### src/design/wsd_pkg.sv
`default_nettype none

package wsd_pkg;

    // header constants
    localparam logic [3:0] OpcodeMask  = 4'hF;
    localparam logic [3:0] OpcodeClose = 4'h8;
    localparam logic [6:0] LenExt16    = 7'd126;
    localparam logic [6:0] LenExt64    = 7'd127;
    localparam logic [2:0] KeyBytes    = 3'd4;
    localparam logic [15:0] CloseLen   = 16'd2;

    typedef enum logic [2:0] {
        PH_HDR0 = 3'd0,
        PH_HDR1 = 3'd1,
        PH_EXTH = 3'd2,
        PH_EXTL = 3'd3,
        PH_KEY  = 3'd4,
        PH_PAY  = 3'd5,
        PH_DONE = 3'd6,
        PH_REJ  = 3'd7
    } t_phase;

    typedef enum logic [1:0] {
        ST_OK    = 2'd0,
        ST_BAD   = 2'd1,
        ST_CLOSE = 2'd2
    } t_status;

    typedef struct packed {
        logic [7:0] in_byte;
        logic       buffer_end;
    } t_in_beat;

    typedef struct packed {
        logic [7:0]  payload_byte;
        logic        payload_valid;
        logic        frame_done;
        t_status     status;
        logic [15:0] decoded_len;
    } t_out_beat;

    // output buffer occupancy, seen by the top level
    typedef struct packed {
        logic out_full;
        logic skid_full;
    } t_buf_status;

endpackage

`default_nettype wire

### src/design/websocket_frame_deframer.sv
`default_nettype none

// WebSocket frame deframer. Takes one received buffer a byte per beat, with
// buffer_end set on its last byte, and parses one frame from it: opcode
// nibble, mask bit, 7-bit length or 16-bit extended length (the 64-bit code
// rejects the frame), and the 4-byte key when masked. Payload bytes come out
// unmasked, one result beat per payload byte; the beat for the last buffer
// byte carries frame_done, status (ok, malformed/incomplete, close) and the
// decoded length. Close frames (opcode 8, length 2) stream no payload. Bytes
// past the frame end make no result unless they end the buffer. Consumers
// drop streamed bytes of a frame whose status is not ok. The parser updates
// its state at accept and the result lands in a two-deep output buffer, so
// one byte per cycle is sustained while the sink takes results; input stall
// rises only when both output slots are full. The parser resets itself after
// every buffer end.
module websocket_frame_deframer (
    input  wire                i_clk,
    input  wire                i_rst_n,
    // input beats
    input  wire                i_in_valid,
    output logic               o_in_stall,
    input  wsd_pkg::t_in_beat  i_in_data,
    // result beats
    output logic               o_out_valid,
    input  wire                i_out_stall,
    output wsd_pkg::t_out_beat o_out_data
);
    import wsd_pkg::*;

    logic        accept;
    logic        res_valid;
    t_out_beat   res;
    t_buf_status buf_st;

    // stall depends only on buffer occupancy, never on the input valid
    assign o_in_stall = buf_st.skid_full;
    assign accept     = i_in_valid && !o_in_stall;

    wsd_parser u_parser (
        .i_clk       (i_clk),
        .i_rst_n     (i_rst_n),
        .i_accept    (accept),
        .i_beat      (i_in_data),
        .o_res_valid (res_valid),
        .o_res       (res)
    );

    wsd_out_buf u_out_buf (
        .i_clk       (i_clk),
        .i_rst_n     (i_rst_n),
        .i_wr        (res_valid),
        .i_wr_data   (res),
        .o_out_valid (o_out_valid),
        .i_out_stall (i_out_stall),
        .o_out_data  (o_out_data),
        .o_status    (buf_st)
    );

    // skid slot fills only behind a held output beat
    a_skid_behind_out: assert property (@(posedge i_clk) disable iff (!i_rst_n)
        buf_st.skid_full |-> buf_st.out_full)
        else $error("skid slot full with output slot empty");

    // a mid-frame beat carries no status and no length
    a_no_status_mid: assert property (@(posedge i_clk) disable iff (!i_rst_n)
        (o_out_valid && !o_out_data.frame_done) |->
        (o_out_data.status == ST_OK && o_out_data.decoded_len == 16'd0
         && o_out_data.payload_valid))
        else $error("result beat without payload or frame end");

    // a close frame ends with no payload byte and length two
    a_close_beat: assert property (@(posedge i_clk) disable iff (!i_rst_n)
        (o_out_valid && o_out_data.status == ST_CLOSE) |->
        (!o_out_data.payload_valid && o_out_data.decoded_len == CloseLen))
        else $error("close status on malformed result beat");

endmodule

`default_nettype wire

### src/design/wsd_parser.sv
`default_nettype none

module wsd_parser (
    input  wire                  i_clk,
    input  wire                  i_rst_n,
    input  wire                  i_accept,
    input  wsd_pkg::t_in_beat    i_beat,
    output logic                 o_res_valid,
    output wsd_pkg::t_out_beat   o_res
);
    import wsd_pkg::*;

    t_phase      r_phase,   n_phase;
    logic [2:0]  r_hcount,  n_hcount;
    logic [3:0]  r_opcode,  n_opcode;
    logic        r_masked,  n_masked;
    logic [15:0] r_plen,    n_plen;
    logic [31:0] r_key,     n_key;
    logic [15:0] r_pcount,  n_pcount;

    logic [7:0]  b;
    logic        last;
    logic [6:0]  len_code;
    logic [7:0]  key_byte;
    logic [7:0]  pb;
    logic        pv;
    logic        is_close;

    assign b        = i_beat.in_byte;
    assign last     = i_beat.buffer_end;
    assign len_code = b[6:0];

    always_comb begin
        case (r_pcount[1:0])
            2'd0:    key_byte = r_key[31:24];
            2'd1:    key_byte = r_key[23:16];
            2'd2:    key_byte = r_key[15:8];
            default: key_byte = r_key[7:0];
        endcase
    end

    always_comb begin
        n_phase  = r_phase;
        n_hcount = r_hcount;
        n_opcode = r_opcode;
        n_masked = r_masked;
        n_plen   = r_plen;
        n_key    = r_key;
        n_pcount = r_pcount;
        pv       = 1'b0;
        pb       = b;
        case (r_phase)
            PH_HDR0: begin
                n_opcode = b[3:0] & OpcodeMask;
                n_phase  = PH_HDR1;
            end
            PH_HDR1: begin
                n_masked = b[7];
                if (len_code == LenExt16) begin
                    n_phase = PH_EXTH;
                end else if (len_code == LenExt64) begin
                    n_phase = PH_REJ;
                end else begin
                    n_plen = {9'd0, len_code};
                    if (b[7])
                        n_phase = PH_KEY;
                    else if (len_code == 7'd0)
                        n_phase = PH_DONE;
                    else
                        n_phase = PH_PAY;
                end
            end
            PH_EXTH: begin
                n_plen  = {b, 8'h00};
                n_phase = PH_EXTL;
            end
            PH_EXTL: begin
                n_plen = r_plen | {8'h00, b};
                if (r_masked)
                    n_phase = PH_KEY;
                else if (n_plen == 16'd0)
                    n_phase = PH_DONE;
                else
                    n_phase = PH_PAY;
            end
            PH_KEY: begin
                n_key    = {r_key[23:0], b};
                n_hcount = r_hcount + 3'd1;
                if (n_hcount >= KeyBytes)
                    n_phase = (r_plen == 16'd0) ? PH_DONE : PH_PAY;
            end
            PH_PAY: begin
                pb       = r_masked ? (b ^ key_byte) : b;
                pv       = !((r_plen == CloseLen) && (r_opcode == OpcodeClose));
                n_pcount = r_pcount + 16'd1;
                if (n_pcount == r_plen)
                    n_phase = PH_DONE;
            end
            default: begin
            end
        endcase
    end

    assign is_close = (n_plen == CloseLen) && (n_opcode == OpcodeClose);

    always_comb begin
        o_res_valid          = i_accept && (pv || last);
        o_res.payload_byte   = pv ? pb : 8'h00;
        o_res.payload_valid  = pv;
        o_res.frame_done     = last;
        o_res.status         = ST_OK;
        o_res.decoded_len    = 16'd0;
        if (last) begin
            if (n_phase != PH_DONE)
                o_res.status = ST_BAD;
            else if (is_close)
                o_res.status = ST_CLOSE;
            else
                o_res.status = ST_OK;
            o_res.decoded_len = n_plen;
        end
    end

    // buffer end returns the parser to its reset state
    always_ff @(posedge i_clk) begin
        if (!i_rst_n || (i_accept && last)) begin
            r_phase  <= PH_HDR0;
            r_hcount <= '0;
            r_opcode <= '0;
            r_masked <= 1'b0;
            r_plen   <= '0;
            r_key    <= '0;
            r_pcount <= '0;
        end else if (i_accept) begin
            r_phase  <= n_phase;
            r_hcount <= n_hcount;
            r_opcode <= n_opcode;
            r_masked <= n_masked;
            r_plen   <= n_plen;
            r_key    <= n_key;
            r_pcount <= n_pcount;
        end
    end

endmodule

`default_nettype wire

### src/design/wsd_out_buf.sv
`default_nettype none

module wsd_out_buf (
    input  wire                  i_clk,
    input  wire                  i_rst_n,
    input  wire                  i_wr,
    input  wsd_pkg::t_out_beat   i_wr_data,
    output logic                 o_out_valid,
    input  wire                  i_out_stall,
    output wsd_pkg::t_out_beat   o_out_data,
    output wsd_pkg::t_buf_status o_status
);
    import wsd_pkg::*;

    logic      r_out_valid;
    logic      r_skid_valid;
    t_out_beat r_out;
    t_out_beat r_skid;
    logic      take;

    assign take = r_out_valid && !i_out_stall;

    always_ff @(posedge i_clk) begin
        if (!i_rst_n) begin
            r_out_valid  <= 1'b0;
            r_skid_valid <= 1'b0;
        end else begin
            if (r_skid_valid) begin
                if (take) begin
                    r_out_valid  <= 1'b1;
                    r_skid_valid <= 1'b0;
                end
            end else if (i_wr) begin
                if (!r_out_valid || take)
                    r_out_valid <= 1'b1;
                else
                    r_skid_valid <= 1'b1;
            end else if (take) begin
                r_out_valid <= 1'b0;
            end
        end
    end

    always_ff @(posedge i_clk) begin
        if (r_skid_valid) begin
            if (take)
                r_out <= r_skid;
        end else if (i_wr) begin
            if (!r_out_valid || take)
                r_out <= i_wr_data;
            else
                r_skid <= i_wr_data;
        end
    end

    assign o_out_valid        = r_out_valid;
    assign o_out_data         = r_out;
    assign o_status.out_full  = r_out_valid;
    assign o_status.skid_full = r_skid_valid;

endmodule

`default_nettype wire
### config.mk
export PLATFORM = sky130hd
export DESIGN_NAME = websocket_frame_deframer
export DESIGN_NICKNAME = d
export VERILOG_FILES = /design/src/design/wsd_pkg.sv /design/src/design/websocket_frame_deframer.sv /design/src/design/wsd_parser.sv /design/src/design/wsd_out_buf.sv
export SDC_FILE = /design/constraint.sdc
export NUM_CORES = 1
export LEC_CHECK = 0
export BUFFER_PORTS_ARGS = -buffer_cell sky130_fd_sc_hd__buf_4
export CORE_UTILIZATION = 46
export DETAILED_ROUTE_END_ITERATION = 8
export GPL_TIMING_DRIVEN = 0
export PLACE_DENSITY = 0.71
export SYNTH_ARGS = -nofsm -noshare
export SYNTH_HDL_FRONTEND = slang
export SYNTH_SLANG_ARGS = --single-unit
### constraint.sdc
create_clock -name i_clk -period 5.3 [get_ports i_clk]
set_input_delay 1.06 -clock i_clk [delete_from_list [all_inputs] [get_ports i_clk]]
set_output_delay 1.06 -clock i_clk [all_outputs]
set_load 0.01 [all_outputs]
# == After elaboration in Yosys (flattened, before gate mapping) ==
# Index checks and enable logic that the tools add are counted.
# classes
n_addsub,2
n_lt_le_gt_ge,1
n_eq_ne,17
mux,35
bitwise_logic,4
n_reduce_logical,28
# op_table
cell,n
$mux 28,4
$pmux 16 s3,1
$eq 16x2->1 const B,2
$logic_not 16->1,2
$mux 16,2
$mux 8,3
$pmux 8 s3,1
$mux 18,1
$mux 3,6
$pmux 3 s6,1
$add 16x1->16 const B,1
$eq 16x16->1,1
$or 16x8->16,1
$eq 7x7->1 const B,2
$mux 1,10
$mux 2,5
$reduce_and 3->1,3
$eq 4x4->1 const B,2
$xor 8x8->8,1
$logic_not 7->1,1
$eq 3x2->1 const B,2
$eq 3x3->1 const B,2
$logic_and 1x1->1,6
$reduce_and 2->1,3
other kinds (15),24
# word_totals
regBits,133
in_bits,13
word_cells,106

# == Logic depth before layout (Yosys ltp) ==
# Gate-level depths: netlist of run 1.
# logic_depth
depth_word,12
depth_mapped,9
mapped_depth_nobuf,9

# == By module ==
# A second synthesis of run 1 with hierarchy kept.
# unflattened
hier_cells,697
area_unflattened_um2,6578.8
# by_module_without_submodules
module,n_inst,cells_per_inst,area_each_um2,seq_area_each_um2
wsd_parser,1,595,4414.2,1501.4
wsd_out_buf,1,101,2150.8,1721.7
websocket_frame_deframer,1,1,13.8,0.0

# == Worst setup path before layout of run 1 ==
# OpenSTA, ideal clock, no wires.
# synth_path
path_type,input -> register
startpoint,in i_in_valid
endpoint,"reg u_out_buf.r_out, in the netlist u_out_buf.o_out_data[0] (enable)"
arrival_ns,3.774
required_time_ns,4.844
setup_slack_ns,1.070
cell_stages,4
path_buffers,1
cell_sequence,nor2b_1 > clkbuf_1 > o21ai_0 > a21boi_0
# synth_via
elab_chain_len,4
# synth_rtl
element,line,text
from (decl),websocket_frame_deframer.sv:20,"input wire i_in_valid,"
$logic_and 1x1->1,websocket_frame_deframer.sv:37,assign accept = i_in_valid && !o_in_stall;
$logic_and 1x1->1,wsd_parser.sv:107,o_res_valid = i_accept && (pv || last);
$reduce_bool 2->1 (no line),-,
$reduce_and 3->1 (no line),-,
to (signal assigned),wsd_out_buf.sv:47,r_out <= r_skid;
to (signal assigned),wsd_out_buf.sv:50,r_out <= i_wr_data;
to (decl),wsd_out_buf.sv:17,t_out_beat r_out;
# No other way between the ends.
# A chain may end at the register's enable or synchronous reset.

==> results of run 1 <==
==> area by class of cell <==
cell class,count,area [µm²]
clock buffer,21,440
fill,1250,6120
timing repair buffer,40,340
tap,180,225
clock inverter,11,183
inverter,18,67.6
sequential,133,3220
buffer,51,200
multi-input combinational,538,3090
==> routing by layer <==
layer | part of all wire | wire, µm | GRT usage | vias up
li1 | - | - | - | 2750
met1 | 0.44 | 7540 | 0.308 | 2665
met2 | 0.47 | 8050 | 0.385 | 206
met3 | 0.057 | 971 | 0.0451 | 36
met4 | 0.027 | 466 | 0.115 | 0
met5 | 0 | 0 | 0 | -
==> cells by family (layout without fill, tap and decap cells) <==
family,count (synthesis),count (layout),share of synthesized area
compound gates,181,181,0.174
xor+xnor,37,37,0.0493
fa+ha+maj,5,5,0.00952
buf+inv,69,141,0.0408
flops,133,133,0.491
mux,14,14,0.0240
simple gates,301,301,0.212
==> worst paths after layout <==
| check | startpoint | end | slack [ps] | cells past startpoint |
|---|---|---|---|---|
| max | u_parser.r_phase[1] | u_out_buf.o_out_data[4] | 1820 | 8 |
| min | u_parser.r_key[25] | u_parser.r_key[25] | 460 | 2 |
| max reg2reg | u_parser.r_phase[1] | u_out_buf.o_out_data[4] | 1820 | 8 |
| min reg2reg | u_parser.r_key[25] | u_parser.r_key[25] | 460 | 2 |
==> Yosys cell counts (all sizes together) (2+ instances only) <==
master / n
edfxtp: 56
and4: 2
o21ai: 26
a41oi: 2
ha: 5
nor2: 68
o211ai: 2
or2: 5
and2: 16
nor4: 8
nand3: 15
or4: 5
and3: 6
o21a: 2
a211oi: 10
clkbuf: 44
nand2: 132
nor2b: 4
a2111oi: 3
nand2b: 5
buf: 7
or3b: 2
a31oi: 4
a222oi: 8
nand4: 8
a21boi: 3
inv: 17
xor2: 17
o31ai: 13
or3: 8
a21oi: 86
dfxtp: 77
nor3b: 2
mux2: 14
nor4b: 2
xnor2: 20
nor3: 10
o21bai: 2
o311a: 6
==> registers in the layout (all words and copies together) (netlist names) <==
signal,flops
u_parser.r_phase,3
u_parser.r_pcount,16
u_parser.r_masked,1
u_out_buf.r_skid_valid,1
u_out_buf.r_skid,28
u_out_buf.o_out_valid,1
u_parser.r_key,32
u_parser.r_hcount,3
u_parser.r_opcode,4
u_parser.r_plen,16
u_out_buf.o_out_data,28
==> per-stage QoR <==
step,util,instance area [µm²],instances,setup TNS (ps)
floorplan,-,6570,740,0
global placement,0.510,7080,958,-3670
detailed placement,0.515,7140,960,0
CTS,0.559,7760,992,0
global route,0.559,7760,992,0
finish,0.559,7760,992,0
==> power breakdown <==
group	internal (µW)	switching, µW
registers	1090	11.6
clock network	829	418
logic	68.0	127
==> critical path, stage by stage, from the launching register on <==
cell	delay (ps)
dfxtp_1	290
clkbuf_1	220
clkbuf_1	280
nor3_1	580
o21ai_1	440
inv_1	190
o21ai_0	220
a21boi_2	740
buf_16	230
==> layout by cell type (no fill, tap or decap), types with 9 or more instances in the layout <==
| cell | instances |
|---|---|
| nand3_1 | 15 |
| mux2_2 | 14 |
| nor2_1 | 67 |
| edfxtp_1 | 56 |
| a21oi_1 | 86 |
| inv_1 | 17 |
| nor3_1 | 10 |
| buf_4 | 38 |
| xor2_1 | 17 |
| dfxtp_1 | 77 |
| clkbuf_1 | 47 |
| o21ai_0 | 25 |
| a211oi_1 | 9 |
| and2_1 | 16 |
| xnor2_1 | 20 |
| clkbuf_16 | 17 |
| nand2_1 | 132 |
| o31ai_1 | 12 |
==> metrics.csv, run 1 <==
metric;value;unit
result of the run;completed;
maximum capacitance violations;0;
number of hold buffers added after cts;0;
worst slew pin tran;842;ps
Max Root-Sink Buffers;2;
CP Class;reg -> reg;
share of cells above drive strength 1;0.117;
mapped cell area;6570;µm²
diode count;0;
Cell Rows;43;
PostCTS Resize Cnt;0;
number of synthesized register bits;133;
post-route setup slack;1820;ps
worst vdd ir;0.000223;V
clk_skew;9.97;ps
post-CTS setup buffers;0;
Final Hold Viols;0;
final net count;817;
post-synthesis cell count;740;
max_slew headroom;0.435;
die area;14800;µm²
first-pass GRT wire length;27.2;mm
Routed WL;17.0;mm
Post-DP HPWL;12.3;mm
largest area contributor in the netlist;edfxtp_1;
vias;5657;
Tcrit/Tclk final;0.658;
worst skew pair latency;410;ps
Seq/Total Area, Yosys;0.491;
prevailing post-synth register cell;dfxtp_1;
clock root buffer;clkbuf_16;
Overflow after GRT;0;
WL/cell;17.2;µm
Worst Path Max Fanout;18;
area grow syn2layout;18.2;%
PwrDens;327;nW/µm²
Die X;122;µm
number of synthesized flops with an enable pin;56;
crit end category;flop;
pin count of the biggest net entering global routing;19;
Tot GR Track Use;0.239;
I/O Pins;43;
Final Power;2540;µW
vias in the first global route;5290;
Synth cell types;64;
TritonCTS clock tree;built;
Initial Util;0.473;
post-synth top area share;0.256;
CP startpoint kind;flop;
gpl congestion;0.942;
IO buf count;38;
Critical Path RT;5420;ps
vias per std cell;5.70;
crit path DAT;3600;ps
Post-route DRC;0;
Setup violations, final;0;
post-synth net total;758;
CTS Sinks;133;
Core Footprint;13900;µm²
Highest Clock Rate;0.287;GHz
H-tree Lvls;4;
Yosys warning total;0;
First-pass DRT Iterations;8;
initial antenna violation count;0;
FFs w/ async S/R, synth;0;
Pins Over Slew Limit;0;
TritonCTS buffer count;17;
Worst Hold Class;reg -> reg;
DR iter-0 viols;488;
Area contributors post-synth;edfxtp_1 26%, dfxtp_1 23%, nand2_1 7.5%, a21oi_1 6.6%, nor2_1 3.9%;
DIE HEIGHT;122;µm
fin crit period;3480;ps
RSZ-0062 raised after global routing;no;
Leakage Power;0.00270;µW
Setup WS pre-CTS;1520;ps
Routed Antenna Nets;0;
Fin Hold WS;456;ps
mean post-synth cell area;8.88;µm²
Reg clk slew, reported paths;50;ps
Note: power is estimated with default switching activity, not from simulation.
==> inputs of run 2 (changes only) <==
Settings changed: ABC_AREA set to 1.
Clock period 5.3 ns to 3.23 ns, I/O delays scaled along.
==> run 2 against run 1 <==
Effect of this change: sequential power rose by 67%; highest routed layer unchanged; clock power rose by 58%; cell count rose by 19%; largest cell class unchanged; global-route usage rose by 2.0 points; critical path depth rose by 2; first-iteration DRC count rose by 18%; flip-flop and latch count did not move; worst setup slack got worse by 1400 ps; hold slack got worse by 17 ps.
==> metrics.csv, run 2 <==
metric;value;unit
Most common cell on crit path;inv_1;
fin crit period;2830;ps
mean post-synth cell area;7.45;µm²
Initial Util;0.470;
Routed Antenna Nets;0;
Synth cell types;37;
Routed WL;18.8;mm
Tcrit/Tclk final;0.877;
final net count;997;
FFs w/ async S/R, synth;0;
Die X;124;µm
most frequent cells in the layout;209 x nand2_1, 121 x nor2_1, 101 x inv_1;
diode count;0;
I/O Pins;43;
crit path DAT;2970;ps
Post-Synth XOR/XNOR Area;0.00770;
worst slew pin tran;901;ps
vias in the first global route;5982;
initial antenna violation count;0;
R2R Path Start;u_parser.r_plen[6];
TritonCTS clock tree;built;
top-count cell post-synth;nand2_1;
Leakage Power;0.00361;µW
crit end category;flop;
gpl congestion;0.963;
max reg flops;32;
Setup violations, final;0;
Final Hold Viols;0;
CP max stage cell;o21ai_1;
largest area contributor in the netlist;edfxtp_1;
CP Class;reg -> reg;
result of the run;completed;
PwrDens;527;nW/µm²
Post-route DRC;0;
vias per std cell;5.47;
Critical Path RT;3360;ps
worst hold start;i_in_data[0];
vias;6429;
commonest cells in the netlist;209 x nand2_1, 122 x nor2_1, 101 x inv_1, 85 x o21ai_0, 77 x dfxtp_1;
TritonCTS buffer count;17;
commonest non-fill, non-tap cell in the layout;nand2_1;
H-tree Lvls;4;
number of synthesized flops with an enable pin;56;
mapped cell area;6830;µm²
Worst Hold Class;in -> reg;
CTS Sinks;133;
clock root buffer;clkbuf_16;
first-pass GRT wire length;30.1;mm
Design Area, Final;8050;µm²
Post-DP HPWL;13.6;mm
number of hold buffers added after cts;0;
Synth Area in Compound Gates;0.149;
die area;15300;µm²
crit-path max cell delay;380;ps
Fin Hold WS;439;ps
post-synthesis mux area share;0;
post-synth net total;934;
cell area after placement;7420;µm²
worst vdd ir;0.000376;V
clk_skew;10.6;ps
Highest Clock Rate;0.353;GHz
crit path from;u_parser.r_plen[6];
Pins Over Slew Limit;0;
Yosys warning total;0;
Area contributors post-synth;edfxtp_1 25%, dfxtp_1 23%, nand2_1 11%, nor2_1 6.7%, o21ai_0 6.2%;
Worst Path Max Fanout;30;
Overflow after GRT;0;
RSZ-0062 raised after global routing;no;
worst skew pair latency;430;ps
maximum capacitance violations;0;
pin count of the biggest net entering global routing;31;
DR iter-0 viols;575;
area grow syn2layout;18.0;%
post-synth top area share;0.246;
prevailing post-synth register cell;dfxtp_1;
Cell Rows;44;
share of cells above drive strength 1;0.114;
dpl cells;1143;
max_slew headroom;0.398;
Final Power;4250;µW
Reg clk slew, reported paths;60;ps
number of synthesized register bits;133;
Core Footprint;14500;µm²
Seq/Total Area, Yosys;0.472;
largest family of logic cells by synthesized area;simple AND/OR/NAND/NOR gates;
First-pass DRT Iterations;5;
Tot GR Track Use;0.259;
Top reg by flops;u_parser.r_key;
DIE HEIGHT;124;µm
critical path cell sequence;inv_1, nand4_1, nor3_1, nand2_1, nand2_2, inv_1, o21ai_1, nor2_4, a211oi_4, buf_16;
Post-Layout Cell Count;1176;
CP startpoint kind;flop;
IO buf count;42;
Max Root-Sink Buffers;2;
WL/cell;16.0;µm
adder-cell share of the synthesized area;0.00916;
post-synthesis cell count;916;
simple-gate share of the synthesized area;0.282;
## run 2: final timing paths
path                                                  to  slack, ps  cells after the start
worst max register to register  u_out_buf.o_out_data[10]        400                     10
worst min register to register      u_parser.r_hcount[2]        470                      2
worst max-delay path            u_out_buf.o_out_data[10]        400                     10
worst min-delay path                u_out_buf.r_skid[18]        440                      1
## run 2: worst max-delay path: cells and delay by family, from the launching register on
family / cells / cell delay [ps]
buffers and inverters: 3 / 500
AOI/OAI and AO/OA: 2 / 760
and+or+nand+nor: 5 / 910
DFF: 1 / 360
## run 2: report_power, final
| part | internal [µW] | total [µW] | switching [µW] |
|---|---|---|---|
| clock network | 1220 | 1980 | 760 |
| logic | 138 | 427 | 289 |
| registers | 1810 | 1840 | 36.5 |
| total | 3160 | 4250 | 1080 |
## run 2: layout make-up
type | instances | area, µm²
tap | 184 | 230
buffer | 30 | 124
fill | 1400 | 6480
clock buffer | 25 | 563
multi-input combinational | 641 | 3080
clock inverter | 7 | 50.0
timing repair buffer | 44 | 363
inverter | 112 | 420
sequential | 133 | 3220
## run 2: cells by family after synthesis
logic type               after synthesis
AO/OA/AOI/OAI                        182
AND/OR/NAND/NOR                      448
flip-flops                           133
adder cells (fa/ha/maj)                5
XOR/XNOR                               6
buffers and inverters                142
## run 2: routing by layer
metal / up-vias / track usage / routed length, µm
li1: 3153 / - / -
met1: 3026 / 0.344 / 8510
met2: 210 / 0.408 / 8540
met3: 40 / 0.0668 / 1340
met4: 0 / 0.0904 / 384
met5: - / 0 / 0
## run 2: repair_timing
item	in CTS	in global routing
setup buffers	1	0
gates resized for setup	0	1
hold endpoints to repair	0	0
cloned	0	0
endpoints found under the setup margin	28	19
pin swaps	1	0
## run 2: per-stage QoR
stage / utilization / setup TNS (ps) / setup slack, ps
after floorplan: - / 0 / 2.62
after global placement: 0.508 / -28140 / -975
after detailed placement: 0.511 / -1960 / -105
after CTS: 0.554 / 0 / 171
after global routing: 0.554 / 0 / 212
final: 0.554 / 0 / 398
